## config.mk

```make
export PLATFORM = sky130hd
export DESIGN_NAME = cable_block_allocator_core_flat
export DESIGN_NICKNAME = d
export VERILOG_FILES = /design/src/hw/rtl/cba_pkg.sv /design/src/hw/rtl/cba_req_if.sv /design/src/hw/rtl/cba_rsp_if.sv /design/src/hw/rtl/cba_owner_mem.sv /design/src/hw/rtl/cba_slot_mem.sv /design/src/hw/rtl/cba_ctrl.sv /design/src/hw/rtl/cable_block_allocator_core.sv /design/src/flat_wrapper.sv
export SDC_FILE = /design/constraint.sdc
export NUM_CORES = 1
export LEC_CHECK = 0
export BUFFER_PORTS_ARGS = -buffer_cell sky130_fd_sc_hd__buf_2
export CAP_MARGIN = 20
export CORE_AREA = 2 2 255 194
export CTS_BUF_LIST = sky130_fd_sc_hd__clkbuf_8
export DETAILED_ROUTE_END_ITERATION = 6
export DIE_AREA = 0 0 257 196
export GPL_ROUTABILITY_DRIVEN = 0
export HOLD_SLACK_MARGIN = 0.12
export PLACE_DENSITY = 0.4
export SLEW_MARGIN = 20
export SYNTH_ARGS = -nofsm -noshare
export SYNTH_HDL_FRONTEND = slang
export SYNTH_SLANG_ARGS = --single-unit
```

## constraint.sdc

```tcl
create_clock -name clk -period 8.4 [get_ports clk]
set_clock_uncertainty 0.1 [all_clocks]
set_input_delay 0.42 -clock clk [delete_from_list [all_inputs] [get_ports clk]]
set_output_delay 0.42 -clock clk [all_outputs]
set_load 0.05 [all_outputs]
```

## src/hw/rtl/cba_pkg.sv

```systemverilog
// Shared types and constants for the cable block allocator.
// Holds the request, response and slot-table entry layouts and the operation,
// status and controller state codes. Depends on nothing.
package cba_pkg;

    localparam int SLOTS_DEF  = 4;
    localparam int CABLES_DEF = 16;
    localparam int OWNER_W    = 3;
    localparam int COUNT_W    = 5;

    localparam logic [OWNER_W-1:0] UNOWNED   = 3'd7;
    localparam logic [4:0]         HOST_BASE = 5'd16;

    typedef enum logic [1:0] {
        OP_MOUNT   = 2'd0,
        OP_UNMOUNT = 2'd1,
        OP_SEND    = 2'd2,
        OP_RECEIVE = 2'd3
    } op_t;

    typedef enum logic [1:0] {
        STAT_OK      = 2'd0,
        STAT_UNAVAIL = 2'd1,
        STAT_NO_SLOT = 2'd2,
        STAT_NO_ROOM = 2'd3
    } status_t;

    typedef enum logic [3:0] {
        S_IDLE,
        S_DECODE,
        S_FIT_SCAN,
        S_FIT_WRITE,
        S_SLOT_SCAN,
        S_FREE,
        S_SEND_OWN,
        S_SEND_SLOT,
        S_EMIT
    } ctrl_state_t;

    typedef struct packed {
        op_t        operation;
        logic [4:0] port_index;
        logic [7:0] interface_id;
        logic [4:0] rx_cables;
        logic [4:0] tx_cables;
        logic       from_device_side;
        logic [3:0] packet_cable;
        logic       device_mounted;
        logic       interface_mounted;
    } req_t;

    typedef struct packed {
        status_t    status;
        logic [4:0] global_index;
        logic       target_host_side;
        logic [7:0] target_interface;
        logic [3:0] local_cable;
        logic [1:0] slot_used;
        logic [3:0] block_start;
        logic [4:0] block_size;
    } rsp_t;

    typedef struct packed {
        logic [7:0]         iface;
        logic [3:0]         first;
        logic [COUNT_W-1:0] count;
    } slot_entry_t;

endpackage

```

## src/hw/rtl/cba_req_if.sv

```systemverilog
// Request channel of the cable block allocator: valid, ready and request payload.
// Depends on cba_pkg for the request layout.
interface cba_req_if;
    import cba_pkg::*;

    logic valid;
    logic ready;
    req_t payload;

    modport source (output valid, output payload, input ready);
    modport sink   (input valid, input payload, output ready);
endinterface

```

## src/hw/rtl/cba_rsp_if.sv

```systemverilog
// Response channel of the cable block allocator: valid, ready and response payload.
// Depends on cba_pkg for the response layout.
interface cba_rsp_if;
    import cba_pkg::*;

    logic valid;
    logic ready;
    rsp_t payload;

    modport source (output valid, output payload, input ready);
    modport sink   (input valid, input payload, output ready);
endinterface

```

## src/hw/rtl/cba_owner_mem.sv

```systemverilog
// Cable ownership map: one synchronous memory, one write and one read port.
// Per-entry valid bits make unwritten entries read as unowned. Depends on cba_pkg.
module cba_owner_mem #(
    parameter int  CABLES = cba_pkg::CABLES_DEF,
    localparam int CW     = (CABLES > 1) ? $clog2(CABLES) : 1
) (
    input  logic                         clk,
    input  logic                         rst_n,
    input  logic                         wr_en,
    input  logic [CW-1:0]                wr_addr,
    input  logic [cba_pkg::OWNER_W-1:0]  wr_data,
    input  logic [CW-1:0]                rd_addr,
    output logic [cba_pkg::OWNER_W-1:0]  rd_data
);
    import cba_pkg::*;

    logic [OWNER_W-1:0] owner_mem [CABLES];
    logic [OWNER_W-1:0] rd_data_reg;
    logic [CABLES-1:0]  valid_reg;
    logic               rd_valid_reg;

    always_ff @(posedge clk)
    begin
        if (wr_en)
        begin
            owner_mem[wr_addr] <= wr_data;
        end
        rd_data_reg <= owner_mem[rd_addr];
    end

    always_ff @(posedge clk or negedge rst_n)
    begin
        if (!rst_n)
        begin
            valid_reg    <= '0;
            rd_valid_reg <= 1'b0;
        end
        else
        begin
            if (wr_en)
            begin
                valid_reg[wr_addr] <= 1'b1;
            end
            rd_valid_reg <= valid_reg[rd_addr];
        end
    end

    assign rd_data = rd_valid_reg ? rd_data_reg : UNOWNED;

endmodule

```

## src/hw/rtl/cba_slot_mem.sv

```systemverilog
// Slot table: interface id, first cable and cable count per slot.
// One synchronous memory with registered read. Depends on cba_pkg.
module cba_slot_mem #(
    parameter int  SLOTS = cba_pkg::SLOTS_DEF,
    localparam int SW    = (SLOTS > 1) ? $clog2(SLOTS) : 1
) (
    input  logic                  clk,
    input  logic                  wr_en,
    input  logic [SW-1:0]         wr_addr,
    input  cba_pkg::slot_entry_t  wr_data,
    input  logic [SW-1:0]         rd_addr,
    output cba_pkg::slot_entry_t  rd_data
);
    import cba_pkg::*;

    slot_entry_t slot_mem [SLOTS];
    slot_entry_t rd_data_reg;

    always_ff @(posedge clk)
    begin
        if (wr_en)
        begin
            slot_mem[wr_addr] <= wr_data;
        end
        rd_data_reg <= slot_mem[rd_addr];
    end

    assign rd_data = rd_data_reg;

endmodule

```

## src/hw/rtl/cba_ctrl.sv

```systemverilog
// Sequencer of the cable block allocator: decodes a request, scans the ownership
// map and slot table through their read ports and writes back grants and releases.
// Depends on cba_pkg; drives cba_owner_mem and cba_slot_mem.
module cba_ctrl #(
    parameter int  SLOTS  = cba_pkg::SLOTS_DEF,
    parameter int  CABLES = cba_pkg::CABLES_DEF,
    localparam int SW     = (SLOTS > 1) ? $clog2(SLOTS) : 1,
    localparam int CW     = (CABLES > 1) ? $clog2(CABLES) : 1
) (
    input  logic                         clk,
    input  logic                         rst_n,
    input  logic                         req_valid,
    output logic                         req_ready,
    input  cba_pkg::req_t                req_payload,
    output logic                         res_valid,
    input  logic                         res_ready,
    output cba_pkg::rsp_t                res,
    input  logic                         cfg_wr_en,
    input  logic [4:0]                   cfg_wr_data,
    output logic                         owner_wr_en,
    output logic [CW-1:0]                owner_wr_addr,
    output logic [cba_pkg::OWNER_W-1:0]  owner_wr_data,
    output logic [CW-1:0]                owner_rd_addr,
    input  logic [cba_pkg::OWNER_W-1:0]  owner_rd_data,
    output logic                         slot_wr_en,
    output logic [SW-1:0]                slot_wr_addr,
    output cba_pkg::slot_entry_t         slot_wr_data,
    output logic [SW-1:0]                slot_rd_addr,
    input  cba_pkg::slot_entry_t         slot_rd_data
);
    import cba_pkg::*;

    ctrl_state_t        state_reg, state_next;
    req_t               req_reg, req_next;
    rsp_t               res_reg, res_next;
    logic [SLOTS-1:0]   busy_reg, busy_next;
    logic [CW-1:0]      cnt_reg, cnt_next;
    logic [CW-1:0]      run_start_reg, run_start_next;
    logic [COUNT_W-1:0] run_len_reg, run_len_next;
    logic [COUNT_W-1:0] num_reg, num_next;
    logic [SW-1:0]      scan_reg, scan_next;
    logic [4:0]         dev_ports_reg;

    logic [COUNT_W-1:0] max_cables;
    logic [COUNT_W-1:0] num_calc;
    logic               free_found;
    logic [SW-1:0]      free_slot;
    logic               own_free;
    logic [COUNT_W-1:0] run_len_inc;
    logic               fit;
    logic [CW-1:0]      fit_start;
    logic               cnt_last;
    logic               scan_last;
    logic               slot_match;
    logic [3:0]         send_cable;
    logic               send_host;
    logic               cable_ok;
    logic               dev_send_ok;
    logic               own_ok;
    logic [4:0]         rx_sum;
    logic               rx_sum_ok;

    assign max_cables  = (req_reg.rx_cables > req_reg.tx_cables) ? req_reg.rx_cables
                                                                 : req_reg.tx_cables;
    assign num_calc    = (max_cables == '0) ? COUNT_W'(1) : max_cables;
    assign own_free    = owner_rd_data == UNOWNED;
    assign run_len_inc = run_len_reg + COUNT_W'(1);
    assign fit         = own_free && (run_len_inc == num_reg);
    assign fit_start   = (run_len_reg == '0) ? cnt_reg : run_start_reg;
    assign cnt_last    = cnt_reg == CW'(CABLES - 1);
    assign scan_last   = scan_reg == SW'(SLOTS - 1);
    assign slot_match  = busy_reg[scan_reg] && (slot_rd_data.iface == req_reg.interface_id);
    assign send_cable  = req_reg.port_index[3:0];
    assign send_host   = req_reg.port_index[4];
    assign cable_ok    = {1'b0, send_cable} < 5'(CABLES);
    assign dev_send_ok = ({1'b0, send_cable} < dev_ports_reg) && req_reg.device_mounted;
    assign own_ok      = (owner_rd_data < OWNER_W'(SLOTS))
                         && busy_reg[owner_rd_data[SW-1:0]]
                         && req_reg.interface_mounted;
    assign rx_sum      = {1'b0, slot_rd_data.first} + {1'b0, req_reg.packet_cable};
    assign rx_sum_ok   = rx_sum < 5'(CABLES);

    always_comb
    begin
        free_found = 1'b0;
        free_slot  = '0;
        for (int s = SLOTS - 1; s >= 0; s--)
        begin
            if (!busy_reg[s])
            begin
                free_found = 1'b1;
                free_slot  = SW'(s);
            end
        end
    end

    always_ff @(posedge clk or negedge rst_n)
    begin
        if (!rst_n)
        begin
            state_reg     <= S_IDLE;
            busy_reg      <= '0;
            dev_ports_reg <= 5'd1;
        end
        else
        begin
            state_reg <= state_next;
            busy_reg  <= busy_next;
            if (cfg_wr_en)
            begin
                dev_ports_reg <= cfg_wr_data;
            end
        end
    end

    always_ff @(posedge clk)
    begin
        req_reg       <= req_next;
        res_reg       <= res_next;
        cnt_reg       <= cnt_next;
        run_start_reg <= run_start_next;
        run_len_reg   <= run_len_next;
        num_reg       <= num_next;
        scan_reg      <= scan_next;
    end

    // next state
    always_comb
    begin
        state_next = state_reg;
        case (state_reg)
            S_IDLE:
            begin
                if (req_valid)
                begin
                    state_next = S_DECODE;
                end
            end
            S_DECODE:
            begin
                case (req_reg.operation)
                    OP_MOUNT:
                    begin
                        if (!free_found || num_calc > COUNT_W'(CABLES))
                        begin
                            state_next = S_EMIT;
                        end
                        else
                        begin
                            state_next = S_FIT_SCAN;
                        end
                    end
                    OP_UNMOUNT:
                    begin
                        state_next = S_SLOT_SCAN;
                    end
                    OP_SEND:
                    begin
                        state_next = (send_host && cable_ok) ? S_SEND_OWN : S_EMIT;
                    end
                    default:
                    begin
                        state_next = req_reg.from_device_side ? S_EMIT : S_SLOT_SCAN;
                    end
                endcase
            end
            S_FIT_SCAN:
            begin
                if (fit)
                begin
                    state_next = S_FIT_WRITE;
                end
                else if (cnt_last)
                begin
                    state_next = S_EMIT;
                end
            end
            S_FIT_WRITE:
            begin
                if (run_len_reg <= COUNT_W'(1))
                begin
                    state_next = S_EMIT;
                end
            end
            S_SLOT_SCAN:
            begin
                if (slot_match)
                begin
                    state_next = (req_reg.operation == OP_UNMOUNT) ? S_FREE : S_EMIT;
                end
                else if (scan_last)
                begin
                    state_next = S_EMIT;
                end
            end
            S_FREE:
            begin
                if (run_len_reg <= COUNT_W'(1) || cnt_last)
                begin
                    state_next = S_EMIT;
                end
            end
            S_SEND_OWN:
            begin
                state_next = own_ok ? S_SEND_SLOT : S_EMIT;
            end
            S_SEND_SLOT:
            begin
                state_next = S_EMIT;
            end
            S_EMIT:
            begin
                if (res_ready)
                begin
                    state_next = S_IDLE;
                end
            end
            default:
            begin
                state_next = S_IDLE;
            end
        endcase
    end

    // datapath and memory controls
    always_comb
    begin
        req_next       = req_reg;
        res_next       = res_reg;
        busy_next      = busy_reg;
        cnt_next       = cnt_reg;
        run_start_next = run_start_reg;
        run_len_next   = run_len_reg;
        num_next       = num_reg;
        scan_next      = scan_reg;

        owner_wr_en        = 1'b0;
        owner_wr_addr      = cnt_reg;
        owner_wr_data      = UNOWNED;
        owner_rd_addr      = '0;
        slot_wr_en         = 1'b0;
        slot_wr_addr       = scan_reg;
        slot_wr_data.iface = req_reg.interface_id;
        slot_wr_data.first = 4'(fit_start);
        slot_wr_data.count = num_reg;
        slot_rd_addr       = '0;

        case (state_reg)
            S_IDLE:
            begin
                if (req_valid)
                begin
                    req_next = req_payload;
                    res_next = '0;
                end
            end
            S_DECODE:
            begin
                case (req_reg.operation)
                    OP_MOUNT:
                    begin
                        num_next     = num_calc;
                        scan_next    = free_slot;
                        cnt_next     = '0;
                        run_len_next = '0;
                        if (!free_found)
                        begin
                            res_next.status = STAT_NO_SLOT;
                        end
                        else if (num_calc > COUNT_W'(CABLES))
                        begin
                            res_next.status = STAT_NO_ROOM;
                        end
                    end
                    OP_UNMOUNT:
                    begin
                        scan_next = '0;
                    end
                    OP_SEND:
                    begin
                        if (!send_host)
                        begin
                            if (dev_send_ok)
                            begin
                                res_next.local_cable = send_cable;
                            end
                            else
                            begin
                                res_next.status = STAT_UNAVAIL;
                            end
                        end
                        else if (!cable_ok)
                        begin
                            res_next.status = STAT_UNAVAIL;
                        end
                        else
                        begin
                            owner_rd_addr = CW'(send_cable);
                        end
                    end
                    default:
                    begin
                        scan_next = '0;
                        if (req_reg.from_device_side)
                        begin
                            if (req_reg.device_mounted)
                            begin
                                res_next.global_index = {1'b0, req_reg.packet_cable};
                            end
                            else
                            begin
                                res_next.status = STAT_UNAVAIL;
                            end
                        end
                    end
                endcase
            end
            S_FIT_SCAN:
            begin
                owner_rd_addr = cnt_reg + CW'(1);
                cnt_next      = cnt_reg + CW'(1);
                if (fit)
                begin
                    cnt_next                = fit_start;
                    run_start_next          = fit_start;
                    run_len_next            = num_reg;
                    slot_wr_en              = 1'b1;
                    busy_next[scan_reg]     = 1'b1;
                    res_next.slot_used      = 2'(scan_reg);
                    res_next.block_start    = 4'(fit_start);
                    res_next.block_size     = num_reg;
                end
                else if (own_free)
                begin
                    run_len_next   = run_len_inc;
                    run_start_next = fit_start;
                    if (cnt_last)
                    begin
                        res_next.status = STAT_NO_ROOM;
                    end
                end
                else
                begin
                    run_len_next = '0;
                    if (cnt_last)
                    begin
                        res_next.status = STAT_NO_ROOM;
                    end
                end
            end
            S_FIT_WRITE:
            begin
                owner_wr_en   = 1'b1;
                owner_wr_data = OWNER_W'(scan_reg);
                cnt_next      = cnt_reg + CW'(1);
                run_len_next  = run_len_reg - COUNT_W'(1);
            end
            S_SLOT_SCAN:
            begin
                slot_rd_addr = scan_reg + SW'(1);
                if (slot_match)
                begin
                    res_next.slot_used = 2'(scan_reg);
                    if (req_reg.operation == OP_UNMOUNT)
                    begin
                        cnt_next            = CW'(slot_rd_data.first);
                        run_len_next        = slot_rd_data.count;
                        busy_next[scan_reg] = 1'b0;
                    end
                    else if (rx_sum_ok)
                    begin
                        res_next.global_index = HOST_BASE + rx_sum;
                    end
                    else
                    begin
                        res_next = '0;
                        res_next.status = STAT_UNAVAIL;
                    end
                end
                else
                begin
                    scan_next = scan_reg + SW'(1);
                    if (scan_last)
                    begin
                        res_next.status = STAT_UNAVAIL;
                    end
                end
            end
            S_FREE:
            begin
                owner_wr_en  = 1'b1;
                cnt_next     = cnt_reg + CW'(1);
                run_len_next = run_len_reg - COUNT_W'(1);
            end
            S_SEND_OWN:
            begin
                scan_next    = owner_rd_data[SW-1:0];
                slot_rd_addr = owner_rd_data[SW-1:0];
                if (!own_ok)
                begin
                    res_next.status = STAT_UNAVAIL;
                end
            end
            S_SEND_SLOT:
            begin
                if (send_cable < slot_rd_data.first)
                begin
                    res_next.status = STAT_UNAVAIL;
                end
                else
                begin
                    res_next.target_host_side = 1'b1;
                    res_next.target_interface = slot_rd_data.iface;
                    res_next.local_cable      = send_cable - slot_rd_data.first;
                    res_next.slot_used        = 2'(scan_reg);
                end
            end
            default:
            begin
            end
        endcase
    end

    assign req_ready = state_reg == S_IDLE;
    assign res_valid = state_reg == S_EMIT;
    assign res       = res_reg;

endmodule

```

## src/hw/rtl/cable_block_allocator_core.sv

```systemverilog
// Cable block allocator core: top level with the output register and assertions.
// Depends on cba_pkg, cba_req_if, cba_rsp_if, cba_ctrl, cba_owner_mem, cba_slot_mem.
// One request is worked at a time; a finished response waits in the output register
// while the next request is taken. The ownership map is read one cable per cycle
// through its single read port. A mount scans for the first free run, then writes
// one owner entry per granted cable; an unmount scans the slot table, then writes
// one release per cable; a host-side receive scans the slot table; a host-side send
// reads the owner map, then the slot table; a device-side lookup reads neither.
// No clearing pass runs after reset.
module cable_block_allocator_core #(
    parameter int SLOTS  = cba_pkg::SLOTS_DEF,
    parameter int CABLES = cba_pkg::CABLES_DEF
) (
    input  logic             clk,
    input  logic             rst_n,
    cba_req_if.sink          req,
    cba_rsp_if.source        rsp,
    input  logic             cfg_wr_en,
    input  logic [4:0]       cfg_wr_data
);
    import cba_pkg::*;

    localparam int SW = (SLOTS > 1) ? $clog2(SLOTS) : 1;
    localparam int CW = (CABLES > 1) ? $clog2(CABLES) : 1;

    logic               res_valid;
    logic               res_ready;
    rsp_t               res;
    logic               rsp_valid_reg, rsp_valid_next;
    rsp_t               rsp_data_reg, rsp_data_next;

    logic               owner_wr_en;
    logic [CW-1:0]      owner_wr_addr;
    logic [OWNER_W-1:0] owner_wr_data;
    logic [CW-1:0]      owner_rd_addr;
    logic [OWNER_W-1:0] owner_rd_data;
    logic               slot_wr_en;
    logic [SW-1:0]      slot_wr_addr;
    slot_entry_t        slot_wr_data;
    logic [SW-1:0]      slot_rd_addr;
    slot_entry_t        slot_rd_data;

    cba_ctrl #(
        .SLOTS  (SLOTS),
        .CABLES (CABLES)
    ) u_ctrl (
        .clk           (clk),
        .rst_n         (rst_n),
        .req_valid     (req.valid),
        .req_ready     (req.ready),
        .req_payload   (req.payload),
        .res_valid     (res_valid),
        .res_ready     (res_ready),
        .res           (res),
        .cfg_wr_en     (cfg_wr_en),
        .cfg_wr_data   (cfg_wr_data),
        .owner_wr_en   (owner_wr_en),
        .owner_wr_addr (owner_wr_addr),
        .owner_wr_data (owner_wr_data),
        .owner_rd_addr (owner_rd_addr),
        .owner_rd_data (owner_rd_data),
        .slot_wr_en    (slot_wr_en),
        .slot_wr_addr  (slot_wr_addr),
        .slot_wr_data  (slot_wr_data),
        .slot_rd_addr  (slot_rd_addr),
        .slot_rd_data  (slot_rd_data)
    );

    cba_owner_mem #(
        .CABLES (CABLES)
    ) u_owner_mem (
        .clk     (clk),
        .rst_n   (rst_n),
        .wr_en   (owner_wr_en),
        .wr_addr (owner_wr_addr),
        .wr_data (owner_wr_data),
        .rd_addr (owner_rd_addr),
        .rd_data (owner_rd_data)
    );

    cba_slot_mem #(
        .SLOTS (SLOTS)
    ) u_slot_mem (
        .clk     (clk),
        .wr_en   (slot_wr_en),
        .wr_addr (slot_wr_addr),
        .wr_data (slot_wr_data),
        .rd_addr (slot_rd_addr),
        .rd_data (slot_rd_data)
    );

    // hold the response until taken; reload in the same cycle it drains
    assign res_ready = !rsp_valid_reg || rsp.ready;

    always_comb
    begin
        rsp_valid_next = rsp_valid_reg;
        rsp_data_next  = rsp_data_reg;
        if (res_valid && res_ready)
        begin
            rsp_valid_next = 1'b1;
            rsp_data_next  = res;
        end
        else if (rsp.ready)
        begin
            rsp_valid_next = 1'b0;
        end
    end

    always_ff @(posedge clk or negedge rst_n)
    begin
        if (!rst_n)
        begin
            rsp_valid_reg <= 1'b0;
        end
        else
        begin
            rsp_valid_reg <= rsp_valid_next;
        end
    end

    always_ff @(posedge clk)
    begin
        rsp_data_reg <= rsp_data_next;
    end

    assign rsp.valid   = rsp_valid_reg;
    assign rsp.payload = rsp_data_reg;

    a_one_in_flight: assert property (@(posedge clk) disable iff (!rst_n)
        !(req.ready && res_valid))
        else $error("request taken while a result is pending in the sequencer");

    a_busy_after_accept: assert property (@(posedge clk) disable iff (!rst_n)
        req.valid && req.ready |=> !req.ready)
        else $error("sequencer still idle after taking a request");

    a_result_loaded: assert property (@(posedge clk) disable iff (!rst_n)
        res_valid && res_ready |=> rsp.valid && rsp.payload == $past(res))
        else $error("finished result not loaded into the output register");

    a_error_fields_clear: assert property (@(posedge clk) disable iff (!rst_n)
        rsp.valid && rsp.payload.status != STAT_OK |->
            rsp.payload.global_index == '0 && rsp.payload.target_host_side == 1'b0
            && rsp.payload.target_interface == '0 && rsp.payload.local_cable == '0
            && rsp.payload.slot_used == '0 && rsp.payload.block_start == '0
            && rsp.payload.block_size == '0)
        else $error("failed response carries nonzero fields");

endmodule

```

## src/flat_wrapper.sv

```systemverilog
// flat-port wrapper written by rule: the top's interface ports become plain ports
module cable_block_allocator_core_flat import cba_pkg::*;
#(
    parameter int SLOTS  = cba_pkg::SLOTS_DEF,
    parameter int CABLES = cba_pkg::CABLES_DEF
)
  (clk, rst_n, cfg_wr_en, cfg_wr_data, req_valid, req_payload, req_ready, rsp_valid, rsp_payload, rsp_ready);
  cba_req_if req_i ();
  cba_rsp_if rsp_i ();
  input  logic clk;
  input  logic rst_n;
  input  logic cfg_wr_en;
  input  logic [4:0] cfg_wr_data;
  input wire logic [$bits(req_i.valid)-1:0] req_valid;
  input wire logic [$bits(req_i.payload)-1:0] req_payload;
  output wire logic [$bits(req_i.ready)-1:0] req_ready;
  output wire logic [$bits(rsp_i.valid)-1:0] rsp_valid;
  output wire logic [$bits(rsp_i.payload)-1:0] rsp_payload;
  input wire logic [$bits(rsp_i.ready)-1:0] rsp_ready;
  assign req_i.valid = req_valid;
  assign req_i.payload = req_payload;
  assign req_ready = req_i.ready;
  assign rsp_valid = rsp_i.valid;
  assign rsp_payload = rsp_i.payload;
  assign rsp_i.ready = rsp_ready;
  cable_block_allocator_core #(.SLOTS(SLOTS), .CABLES(CABLES)) u_core (.clk(clk), .rst_n(rst_n), .req(req_i), .rsp(rsp_i), .cfg_wr_en(cfg_wr_en), .cfg_wr_data(cfg_wr_data));
endmodule
```

======== Word level (Yosys, flattened, before mapping) ========
Memories as Yosys holds them, arrays and structs flattened. A register that Yosys moved wholly into a read port is not among the register bits.
Cells that the tools add are included.
word-level totals
  register bits ........................... 145
  memory bits (writable) .................. 116
  bits of input ports ..................... 42
  output and inout port bits .............. 33
  memories ................................ 2
cells by class
  add/subtract/negate cells ............... 7
  $lt $le $gt $ge ......................... 13
  equal/unequal tests ..................... 48
  multiplexer cells ....................... 103
  bitwise gates (word level) .............. 4
  reduce and logical (&&, ||, !) cells .... 43
memory list
  name                          words  bits a word  rd ports  clocked after memory_dff  wr ports  line                 RTL
  u_core.u_slot_mem.slot_mem    4      17           1         1                         1         cba_slot_mem.sv:16   slot_entry_t slot_mem [SLOTS];
  u_core.u_owner_mem.owner_mem  16     3            1         1                         1         cba_owner_mem.sv:17  logic [OWNER_W-1:0] owner_mem [CABLES];
operators with widths
  kind                  count
  $mux W4               28
  $mux W31              2
  $pmux W9 S3           2
  $mux W5               10
  $ne A2 B2 Y1 const B  24
  $pmux W4 S9           1
  $mux W2               17
  $pmux W4 S4           2
  $mux W29              1
  $mux W24              1
  $pmux W5 S4           1
  $mux W1               18
  $ne A3 B3 Y1 const B  6
  $reduce_and A6 Y1     3
  $eq A4 B3 Y1 const B  4
  $or A16 B16 Y16       1
  $pmux W4 S2           2
  $mux W15              1
  $pmux W5 S3           1
  $reduce_and A15 Y1    1
  $ne A4 B4 Y1 const B  3
  $pmux W2 S3           2
  $pmux W2 S6           1
  $pmux W4 S3           1
  other kinds (56)      85

======== Logic depth before layout (Yosys ltp) ========
Gate-level depths: netlist (run 1).
  depth after elaboration ................. 9
  gate-level depth with buffers ........... 9

======== Modules after synthesis ========
A second synthesis (run 1) with hierarchy kept.
second synthesis, totals
  cell total of the unflattened synthesis .. 753
  area total of the unflattened synthesis .. 11853.9 um^2
by module, submodules not included
  module                      times used  cells an instance  area an instance (um^2)  seq. area each (um^2)
  cba_ctrl                    1           459                5295.1                   2819.0
  cba_slot_mem                1           110                2864.0                   2382.3
  cba_owner_mem               1           149                2710.1                   1926.8
  cable_block_allocator_core  1           35                 984.7                    955.9

======== Worst setup path after synthesis (run 1) ========
OpenSTA, ideal clock, no wires.
  path type ............................... flip-flop to flip-flop
  start ................................... register u_core.u_ctrl.state_reg[1]
  end ..................................... register u_core.u_ctrl.req_reg[0] (netlist name), enable pin
  library setup time ...................... 392 ps
  data arrival time ....................... 3302 ps
  slack ................................... 4606 ps
  stages on the path, launching flop included .. 4
  buffers on the path ..................... 1
  clock period less this slack ............ 3794 ps
  cells stage by stage .................... dfrtp_1 > buf_2 > nor4_1 > and2_1
on the way
  cells in the longest elaborated chain, start to end .. 2
ends and longest elaborated chain
  what                                line                RTL
  start: declaration                  cba_ctrl.sv:33      ctrl_state_t state_reg, state_next;
  start signal: assignment            cba_ctrl.sv:107     state_reg <= state_next;
  $logic_not A4 Y1                    -
  net req_ready                       flat_wrapper.sv:16  output wire logic [$bits(req_i.ready)-1:0] req_ready;
  $reduce_and A2 Y1 (no source line)  -
  end signal: assignment              cba_ctrl.sv:118     req_reg <= req_next;
  end: declaration                    cba_ctrl.sv:34      req_t req_reg, req_next;
The timed path passes the listed nets, and every way through them passes these cells.
A chain may end at the register's enable or synchronous reset.

======== Worst setup path after layout (run 1) ========
  start ................................... register u_core.u_ctrl.run_len_reg[0]
  end ..................................... memory u_core.u_slot_mem.slot_mem[0][9] (netlist name), enable pin
on the way
  cells in the longest elaborated chain, start to end .. 7
ends and longest elaborated chain
  what                           line                RTL
  start: declaration             cba_ctrl.sv:39      logic [COUNT_W-1:0] run_len_reg, run_len_next;
  start signal: assignment       cba_ctrl.sv:122     run_len_reg <= run_len_next;
  $add A5 B1 Y5                  cba_ctrl.sv:67      assign run_len_inc = run_len_reg + COUNT_W'(1);
  $eq A5 B5 Y1                   cba_ctrl.sv:68      assign fit = own_free && (run_len_inc == num_reg);
  $logic_and A1 B1 Y1            cba_ctrl.sv:68
  $mux W1                        cba_ctrl.sv:322     if (fit)
  $mux W1                        cba_ctrl.sv:248     case (state_reg)
  $mux W1                        cba_slot_mem.sv:21  if (wr_en)
  $mux W1 (not written as such)  cba_slot_mem.sv:23  slot_mem[wr_addr] <= wr_data;
  end: declaration               cba_slot_mem.sv:16
No other way between the ends.

==> results of run 1 <==
## worst paths after layout
| path | cells after the start | to | start | slack [ps] |
|---|---|---|---|---|
| setup / recovery | 6 | u_core.u_slot_mem.slot_mem[0][9] | u_core.u_ctrl.run_len_reg[0] | 4560 |
| hold / removal | 0 | u_core.rsp.payload[2] | u_core.u_ctrl.res[2] | 310 |
| setup reg to reg | 6 | u_core.u_slot_mem.slot_mem[0][9] | u_core.u_ctrl.run_len_reg[0] | 4560 |
| hold reg to reg | 0 | u_core.rsp.payload[2] | u_core.u_ctrl.res[2] | 310 |
| max in group asynchronous | 2 | u_core.u_owner_mem.valid_reg[1] | rst_n | 7250 |
| min in group asynchronous | 2 | u_core.u_owner_mem.valid_reg[12] | rst_n | 400 |
## cell families after synthesis
kind of cell / Yosys count / share of synthesized area, %
XOR/XNOR: 24 / 1.886
AO/OA/AOI/OAI: 167 / 9.588
flip-flops: 281 / 68.07
AND/OR/NAND/NOR: 240 / 10.72
buffers and inverters: 70 / 2.623
adder cells (fa/ha/maj): 29 / 3.182
multiplexers: 44 / 3.930
## cell usage in the layout, fill, tap and decap left out, types with 19 or more instances in the layout
master / netlist / routed
clkbuf_8: 0 / 59
a211oi_1: 19 / 19
ha_1: 27 / 27
nand2_1: 70 / 70
dlygate4sd3_1: 0 / 48
mux2i_1: 41 / 41
buf_2: 9 / 74
and2_1: 36 / 36
a21oi_1: 22 / 22
edfxtp_1: 230 / 230
dfxtp_1: 20 / 20
a31oi_1: 25 / 25
inv_1: 34 / 60
o21ai_0: 31 / 30
nor2_1: 34 / 33
dfrtp_1: 30 / 30
## cell type report
class / count / area [sq um] / share of cell area (%)
clock buffers: 59 / 812.0 / 5.623
clock inverters: 33 / 157.7 / 1.092
inverters: 35 / 131.4 / 0.9098
multi-input cells: 504 / 3513 / 24.33
flip-flops and latches: 281 / 8084 / 55.98
well taps: 648 / 810.8 / 5.615
repair buffers: 131 / 930.9 / 6.447
## cells in the mapped netlist (5+ instances only)
master,instances,share of area [%]
buf_2,9,0.38
o22ai_1,11,0.58
dfrtp_1,30,6.3
o21ai_0,31,1.3
nand2_1,70,2.2
nand3b_1,6,0.38
and3_1,7,0.37
edfxtp_1,230,58
clkbuf_1,19,0.60
nand3_1,16,0.67
dfxtp_1,20,3.4
nor2b_1,7,0.37
xor2_1,17,1.3
a31oi_1,25,1.3
a21o_1,9,0.57
nor2_1,34,1.1
a21oi_1,22,0.93
mux2i_1,41,3.5
o211ai_1,6,0.38
a211oi_1,19,1.2
nand2b_1,10,0.53
and2_1,36,1.9
ha_1,27,2.8
or2_2,18,0.95
a22oi_1,5,0.32
nor3_1,7,0.29
inv_1,34,1.1
xnor2_1,6,0.44
nor4_1,8,0.42
## power by group through the flow
stage / registers, W / clock network (W) / logic, W
after floorplan: 0.00216 / 0 / 0.000829
after global placement: 0.00221 / 0 / 0.00126
after detailed placement: 0.00221 / 0 / 0.00125
after CTS: 0.00219 / 0.00128 / 0.00128
after global routing: 0.00222 / 0.00135 / 0.00140
final: 0.00218 / 0.00124 / 0.00126
## layer usage
metal | share of wire, % | track usage [%]
met1 | 52 | 19.09
met3 | 6.1 | 3.101
met5 | 0 | 0
met2 | 40 | 16.93
met4 | 1.7 | 3.273
## per-stage QoR
stage | setup slack (ps) | utilization, % | power [W] | std cells | hold WS [ps]
2_1_floorplan | 4606 | - | 0.002991 | 855 | 24.41
3_3_place_gp | 4532 | 26.97 | 0.003467 | 1550 | 304.5
3_5_place_dp | 4541 | 27.01 | 0.003466 | 1551 | 304.5
4_1_cts | 4494 | 30.02 | 0.004744 | 1691 | 304.5
5_1_grt | 4253 | 30.03 | 0.004964 | 1691 | 324.9
6_report | 4562 | 30.03 | 0.004677 | 1691 | 313.6
## what timing repair did
action | 4_1_cts | 5_1_grt
hold buffers | 48 | 0
hold endpoints to repair | 68 | 0
setup buffers | 0 | 0
==> results.py, run 1 <==
metrics = {
    "cts": {
        "cts_htree_levels": 2,
        "clock_latency_ps": 590,
        "cts_root_buf": "clkbuf_8",
        "clock_sinks": 281,
        "cts_resized": 0,
        "tritoncts": "done",
        "clockBufferDepth": 3,
        "clk_pin_slew_ps": 60,
        "numCtsBuffers": 49,
    },
    "drt": {
        "firstDrtPassIters": 7,
        "wire_per_inst_um": 18.47,
        "post-route-drc-count": 0,
        "viasPerCell": 4.369,
        "drt-total-wl_mm": 31.24,
        "ant_nets": 0,
        "vias": 7388,
        "drtIter0Drc": 549,
    },
    "place": {
        "dp_hpwl_mm": 20.93,
        "dpl-instance-area_sq_mm": 0.01299,
        "io_buffers": 74,
    },
    "logic_synthesis": {
        "synth_warnings": 0,
        "ys_dominant_reg_cell": "edfxtp_1",
        "synth.distinct_cells": 71,
        "postSynthCellCount": 855,
        "yosysSeqAreaShare_pct": 68.08,
        "synth-seq-cells": 281,
        "synth_edf_count": 230,
        "syn-cell-area_sq_mm": 0.01188,
        "synth_fp_nets": 926,
        "async_flop_share_pct": 11.03,
        "avgSynthCellArea_sq_um": 13.89,
    },
    "cells_and_area": {
        "largest-register": "u_core.u_slot_mem.slot_mem",
        "layout-drive-gt1-share_pct": 17.74,
        "n_fill_cell": 4871,
        "final_cell_area_sq_mm": 0.01444,
        "reg_top3": "u_core.u_slot_mem.slot_mem: 68 flops, u_core.u_owner_mem.owner_mem: 48 flops",
        "nNetsFinal": 1073,
        "area_delta_synth_final_pct": 21.60,
        "largest_reg_flops": 68,
        "antenna-diode-count": 0,
    },
    "timing": {
        "worst_pin_slew_ps": 1054,
        "fin_crit_sh_pct": 45.69,
        "slew_headroom_pct": 29.08,
        "rsz0062_at_grt": "false",
        "slew_violations": 0,
        "finalSetupViolations": 0,
        "hold_viol": 0,
        "min_period_ps": 3838,
        "max_freq_ghz": 0.2606,
        "fin_setup_tns_ps": 0,
    },
    "global_route": {
        "grt_pass1_wl_mm": 47.22,
        "antenna_found_initial": 1,
        "grtUsageTotal_pct": 12.38,
        "grt_pass1_vias": 7364,
        "grt_start_max_net_pins": 36,
        "overflow": 0,
    },
    "die": {
        "coreArea_sq_mm": 0.04808,
        "die_y_um": 196,
        "row_count": 70,
        "dieWidth_um": 257,
        "dieArea_sq_mm": 0.05037,
        "start_util_pct": 24.70,
        "io_pins": 75,
    },
    "power": {
        "ir_worst_vdd_uv": 100.9,
        "p_int_w": 0.003026,
        "power_density_mw_per_mm2": 323.9,
        "p_leak_nw": 5.455,
        "seqPwrFrac_pct": 46.7,
        "switching_share_pct": 35.30,
        "p_clk_share_pct": 26.4,
        "p_comb_share_pct": 26.9,
        "p_switching_w": 0.001651,
    },
    "setup_path": {
        "critPathKind": "flop to flop",
        "cp.arrival_ps": 3920,
        "startpoint_type": "flop",
        "timing.critical_path.buf_inv": 0,
        "cp_top_family": "simple AND/OR/NAND/NOR gates",
        "worstPathCellList": "ha_1 -> o21ba_2 -> a221oi_1 -> o2111ai_1 -> nor3_1 -> and2_1",
        "crit_required_ps": 8480,
        "crit_path_end_kind": "flop",
        "path_max_fanout": 18,
        "crit_path_top_delay_cell": "and2_1",
        "critPathMaxStageDelay_ps": 890,
    },
    "outcome": {
        "status": "finished clean",
    },
    "run": {
        "maxCapViolations": 0,
    },
    "hold_path": {
        "hold_class": "flop to flop",
    },
}
No activity file was read; power rests on OpenSTA's default activity.
==> inputs of run 2 (changes only) <==
ABC_AREA = 1   (was not set)
CORE_AREA = 2 2 256 195   (was 2 2 255 194)
DIE_AREA = 0 0 258 197   (was 0 0 257 196)
clock period = 3.97 ns   (was 8.4 ns; I/O delays follow)
==> run 2 against run 1 <==
Net effect:
- die area increased by 0.90%
- sequential power rose by 110%
- worst hold slack worse by 130 ps
- count of clock-buffer cells in the layout decreased by 8
- first-iteration DRC count increased by 11%
- area after synthesis rose by 0.87%
- final cell count rose by 12%
- maximum frequency is 35% higher
==> results.py, run 2 <==
metrics = {
    "cts": {
        "clk_pin_slew_ps": 60,
        "tritoncts": "done",
        "cts_root_buf": "clkbuf_8",
        "postCtsHoldBufs": 54,
        "clock_sinks": 281,
        "cts_htree_levels": 2,
        "post-cts-setup-buffers": 0,
        "clock_latency_ps": 640,
        "numCtsBuffers": 48,
        "clockBufferDepth": 3,
        "cts_resized": 0,
    },
    "logic_synthesis": {
        "synth_largest_area_cell": "edfxtp_1",
        "postSynthCellCount": 1031,
        "syn-cell-area_sq_mm": 0.01198,
        "yosysSeqAreaShare_pct": 67.48,
        "synth_most_common_cell": "edfxtp_1",
        "synth-seq-cells": 281,
        "ys_dominant_reg_cell": "edfxtp_1",
        "async_flop_share_pct": 11.03,
        "synth.distinct_cells": 51,
        "synth_fp_nets": 1102,
        "synthDominantCellAreaShare_pct": 57.66,
        "synth.area.top_cells": "edfxtp_1 (58%), dfrtp_1 (6.3%), nand2_1 (4.3%), nor2_1 (4.1%), inv_1 (4.0%)",
        "avgSynthCellArea_sq_um": 11.62,
        "synth_warnings": 0,
        "synth_common_cells": "edfxtp_1 (230), nand2_1 (136), nor2_1 (132)",
        "synth_edf_count": 230,
    },
    "die": {
        "dieArea_sq_mm": 0.05083,
        "io_pins": 75,
        "coreArea_sq_mm": 0.04826,
        "start_util_pct": 24.82,
        "die_y_um": 197,
        "row_count": 70,
        "dieWidth_um": 258,
    },
    "timing": {
        "rsz0062_at_grt": "false",
        "max_freq_ghz": 0.3530,
        "hold_viol": 0,
        "min_period_ps": 2833,
        "slew_headroom_pct": 38.97,
        "finalSetupViolations": 0,
        "fin_setup_tns_ps": 0,
        "setup_ws_ps": 1137,
        "slew_violations": 0,
        "worst_pin_slew_ps": 913.2,
        "fin_crit_sh_pct": 71.36,
    },
    "drt": {
        "ant_nets": 0,
        "drtIter0Drc": 612,
        "viasPerCell": 4.261,
        "vias": 8037,
        "wire_per_inst_um": 17.20,
        "post-route-drc-count": 0,
        "firstDrtPassIters": 5,
        "drt-total-wl_mm": 32.45,
    },
    "setup_path": {
        "critPathKind": "flop to flop",
        "reg2regPathDepth": 10,
        "crit_required_ps": 4130,
        "regToRegEndpoint": "u_core.u_ctrl.res[15]",
        "rrSetupSlack_ps": 1140,
        "startpoint_type": "flop",
        "crit_path_end_kind": "flop",
        "cp.arrival_ps": 2990,
        "rr_startpoint": "u_core.u_ctrl.req_reg[25]",
        "path_max_fanout": 9,
    },
    "cells_and_area": {
        "final_cell_area_sq_mm": 0.01462,
        "final_common_cell": "edfxtp_1",
        "fin_util_pct": 30.29,
        "layout-drive-gt1-share_pct": 16.32,
        "reg_top3": "u_core.u_slot_mem.slot_mem: 68 flops, u_core.u_owner_mem.owner_mem: 48 flops",
        "nNetsFinal": 1270,
        "largest-register": "u_core.u_slot_mem.slot_mem",
        "antenna-diode-count": 0,
        "area_delta_synth_final_pct": 22.03,
        "mostFrequentLayoutCells": "edfxtp_1 (230), inv_1 (153), nand2_1 (136)",
        "largest_reg_flops": 68,
    },
    "power": {
        "ir_worst_vdd_uv": 222.5,
        "p_leak_nw": 5.775,
        "power_density_mw_per_mm2": 682.5,
        "power.total_w": 0.009977,
    },
    "place": {
        "post-place-ws_ps": 1066,
        "io_buffers": 74,
        "dp_hpwl_mm": 22.29,
        "dpl-instance-area_sq_mm": 0.01314,
    },
    "global_route": {
        "grt_use_met3_pct": 2.546,
        "grtUsageTotal_pct": 12.89,
        "met2_usage_pct": 16.89,
        "grt_start_max_net_pins": 49,
        "grt.busiest_layer": "met1",
        "overflow": 0,
        "gr-usage-met1_pct": 20.40,
        "grt_pass1_wl_mm": 48.84,
        "antenna_found_initial": 0,
        "grt_pass1_vias": 7833,
    },
    "hold_path": {
        "hold_depth": 2,
        "hold_end": "u_core.u_ctrl.slot_wr_data[10]",
        "hp-start": "req_payload[18]",
        "hold_class": "primary input to flop",
    },
    "run": {
        "maxCapViolations": 0,
    },
    "outcome": {
        "status": "finished clean",
    },
}
run 2: cell count changes in the layout (fill, tap and decap cells not counted), sizes merged, moves of 41 or more:
cell	previous run	this run
inv	61	167
mux2i	41	0
nor2	34	140
o21ai	32	73
nand2	70	141
nand3	16	57
run 2: layout make-up:
| type | count | area, sq um |
|---|---|---|
| clock buffers | 51 | 701.9 |
| clock inverters | 38 | 227.7 |
| fillers | 4979 | 33640 |
| inverters | 141 | 529.3 |
| multi-input cells | 584 | 3231 |
| flip-flops and latches | 281 | 8084 |
| well taps | 648 | 810.8 |
| repair buffers | 143 | 1033 |
run 2: cell families (layout without fill, tap and decap cells):
| kind of cell | after synthesis | count (layout) | share of synthesized area, % |
|---|---|---|---|
| AND/OR/NAND/NOR | 376 | 376 | 13.91 |
| flip-flops | 281 | 281 | 67.48 |
| buffers and inverters | 166 | 373 | 5.703 |
| AO/OA/AOI/OAI | 163 | 163 | 8.576 |
| adder cells (fa/ha/maj) | 29 | 29 | 3.154 |
| XOR/XNOR | 16 | 16 | 1.170 |
run 2: routing by layer:
layer / wire (um) / vias up
met5: 0 / -
met4: 760 / 0
met3: 1883 / 50
met2: 12570 / 210
met1: 17230 / 3853
li1: - / 3924
run 2: per-stage QoR:
stage	hold WS, ps	instances
2_1_floorplan	-197.1	1031
3_3_place_gp	234.4	1743
3_5_place_dp	239.6	1743
4_1_cts	120.0	1886
5_1_grt	153.0	1886
6_report	184.5	1886
run 2: where the power goes:
part | switching [W] | internal, W
Combinational | 0.00206 | 0.000866
Clock | 0.00121 | 0.00133
Sequential | 0.000443 | 0.00407
run 2: critical path: stages (launching register included):
cell      delay (ps)
edfxtp_1         510
inv_1            110
ha_1             240
fa_1             410
inv_1             70
nand2_1           60
nand2_1           60
a21oi_1           70
nand2_1           80
o21ai_0           90
nor2_1           680
run 2: how the worst max path moves through the flow:
stage,startpoint,depth (start not counted),to
floorplan,u_core.u_ctrl.state_reg[3],3,u_core.u_ctrl.req_reg[0]
global placement,u_core.u_ctrl.state_reg[3],7,u_core.u_ctrl.res[11]
detailed placement,u_core.u_ctrl.req_reg[25],10,u_core.u_ctrl.res[18]
CTS,u_core.u_ctrl.req_reg[25],10,u_core.u_ctrl.res[18]
global route,u_core.u_ctrl.req_reg[25],10,u_core.u_ctrl.res[18]
finish,u_core.u_ctrl.req_reg[25],10,u_core.u_ctrl.res[15]
==> inputs of run 3 (changes only) <==
clock period = 2.9 ns   (was 3.97 ns; I/O delays follow)
==> run 3 against run 2 <==
Net effect:
- non-clock buffer count is 80 higher
- register-to-register slack got worse by 910 ps
- worst setup slack got worse by 910 ps
- largest cell class unchanged
- largest power group unchanged
- final cell count rose by 4.3%
- power up 44%
- worst hold slack lost 25 ps
- routed wire length is 1.5% higher
- cell area up 5.5%
- maximum frequency rose by 6.0%
- utilization up 1.7 points
- clock power increased by 42%
- sequential cell count unchanged
==> results.py, run 3 (synthesis results as in run 2) <==
metrics = {
    "outcome": {
        "status": "finished clean",
    },
    "timing": {
        "finalSetupViolations": 0,
        "slew_violations": 0,
        "worst_pin_slew_ps": 719.5,
        "min_period_ps": 2673,
        "slew_headroom_pct": 51.96,
        "fin_crit_sh_pct": 92.16,
        "max_freq_ghz": 0.3741,
        "setup_ws_ps": 227.2,
        "hold_viol": 0,
    },
    "cts": {
        "clockBufferDepth": 3,
        "clk_pin_slew_ps": 70,
        "tritoncts": "done",
        "numCtsBuffers": 48,
        "clock_latency_ps": 630,
        "cts_htree_levels": 2,
        "clock_sinks": 281,
        "cts_root_buf": "clkbuf_8",
    },
    "die": {
        "die_y_um": 197,
        "dieWidth_um": 258,
        "io_pins": 75,
        "row_count": 70,
        "dieArea_sq_mm": 0.05083,
        "coreArea_sq_mm": 0.04826,
        "start_util_pct": 24.82,
    },
    "drt": {
        "drt-total-wl_mm": 32.93,
        "firstDrtPassIters": 5,
        "viasPerCell": 4.190,
        "drtIter0Drc": 557,
        "wire_per_inst_um": 16.74,
        "ant_nets": 0,
        "vias": 8241,
        "post-route-drc-count": 0,
    },
    "setup_path": {
        "cp_top_family": "simple AND/OR/NAND/NOR gates",
        "rrSetupSlack_ps": 230,
        "regToRegEndpoint": "u_core.u_slot_mem.slot_mem[1][15]",
        "crit_required_ps": 3110,
        "startpoint_type": "flop",
        "timing.critical_path.buf_inv": 3,
        "reg2regPathDepth": 10,
        "crit_path_end_kind": "flop",
        "path_depth": 10,
        "crit_path_top_delay_cell": "edfxtp_1",
        "worstPathCellList": "inv_1 -> ha_1 -> xnor2_1 -> nand3_1 -> nor2_2 -> nand4_2 -> nor2_4 -> inv_2 -> nor2_1 -> buf_12",
        "rr_startpoint": "u_core.u_ctrl.run_len_reg[0]",
        "cp.arrival_ps": 2880,
        "cp-endpoint": "u_core.u_slot_mem.slot_mem[1][15]",
        "critPathKind": "flop to flop",
        "path_max_fanout": 17,
        "crit_path_start": "u_core.u_ctrl.run_len_reg[0]",
        "critPathMaxStageDelay_ps": 510,
    },
    "cells_and_area": {
        "fin_util_pct": 31.95,
        "largest_reg_flops": 68,
        "antenna-diode-count": 0,
        "layout-drive-gt1-share_pct": 21.15,
        "final_cell_area_sq_mm": 0.01542,
        "layoutNonFillerInstCount": 1967,
        "largest-register": "u_core.u_slot_mem.slot_mem",
        "area_delta_synth_final_pct": 28.73,
        "nNetsFinal": 1350,
        "reg_top3": "u_core.u_slot_mem.slot_mem: 68 flops, u_core.u_owner_mem.owner_mem: 48 flops",
        "mostFrequentLayoutCells": "edfxtp_1 (230), inv_1 (138), nand2_1 (136)",
        "final_common_cell": "edfxtp_1",
    },
    "run": {
        "maxCapViolations": 0,
    },
    "global_route": {
        "grt_pass1_vias": 8163,
        "antenna_found_initial": 2,
        "overflow": 0,
        "grt_pass1_wl_mm": 50.27,
        "grt_start_max_net_pins": 36,
        "grtUsageTotal_pct": 13.15,
    },
    "power": {
        "p_leak_nw": 6.154,
        "power.total_w": 0.01434,
        "power_density_mw_per_mm2": 929.8,
        "ir_worst_vdd_uv": 297.7,
    },
    "place": {
        "post-place-ws_ps": 60.33,
        "io_buffers": 74,
        "dp_hpwl_mm": 23.04,
        "dpl.cell_count": 1794,
        "dpl-instance-area_sq_mm": 0.01361,
    },
    "hold_path": {
        "hold_class": "primary input to flop",
    },
}
-- run 3: cell types whose count changed in the layout (fill, tap and decap cells not counted), moves of 2 or more --
cell / previous run / this run
buf_12: 1 / 8
buf_4: 15 / 65
clkbuf_8: 51 / 56
clkinv_2: 2 / 12
clkinv_8: 2 / 0
dlygate4sd3_1: 53 / 76
inv_1: 153 / 138
nor2_1: 131 / 127
nor2_2: 4 / 8
-- run 3: metrics by stage --
| step | hold slack [ps] | setup TNS [ps] |
|---|---|---|
| 4_1_cts | 120.6 | 0 |
| 3_5_place_dp | 177.9 | 0 |
| 6_report | 159.6 | 0 |
| 2_1_floorplan | -250.6 | 0 |
| 3_3_place_gp | 179.4 | 0 |
| 5_1_grt | 148.4 | -21.08 |
-- run 3: worst min path at each step --
stage,end,cells after the start,slack (ps),start
after floorplan,asynchronous set/reset pin,0,-250,rst_n
after global placement,u_core.rsp.valid,1,180,rst_n
after detailed placement,u_core.rsp.valid,1,180,rst_n
after CTS,u_core.u_ctrl.req_reg[6],2,120,req_payload[6]
after global routing,u_core.u_ctrl.req_reg[5],4,150,req_valid
final,u_core.u_ctrl.req_reg[5],4,160,req_valid
-- run 3: layer usage --
metal  vias to the layer above  global-route usage [%]  part of all wire (%)
met5                         -                       0                 0.021
met4                         2                   4.110                   1.9
met3                        50                   2.572                   5.1
met2                       190                   17.67                    39
met1                      3919                   20.73                    54
li1                       4080                       -                     -
-- run 3: cell type report --
class                   count  area [sq um]
fillers                  4942         32840
flip-flops and latches    281          8084
clock buffers              56         770.7
multi-input cells         584          3249
well taps                 648         810.8
repair buffers            223          1779
clock inverters            34         197.7
inverters                 141         529.3
-- run 3: where the power goes --
group          switching, W  leakage, nW  internal [W]
Combinational       0.00311         2.83       0.00160
Sequential         0.000466         2.78       0.00557
Clock               0.00172        0.550       0.00188
-- run 3: timing repair --
item,in CTS,in global routing
resized for setup,0,6
buffers inserted,0,6
hold buffers,77,0
hold endpoints to repair,70,0
setup endpoints to repair,0,89
-- run 3: worst reg2reg max path, delay by kind of cell (launching register included) --
kind | cells | cell delay (ps)
buf+inv | 3 | 420
flops | 1 | 510
xor+xnor | 1 | 150
fa+ha+maj | 1 | 350
simple gates | 5 | 830
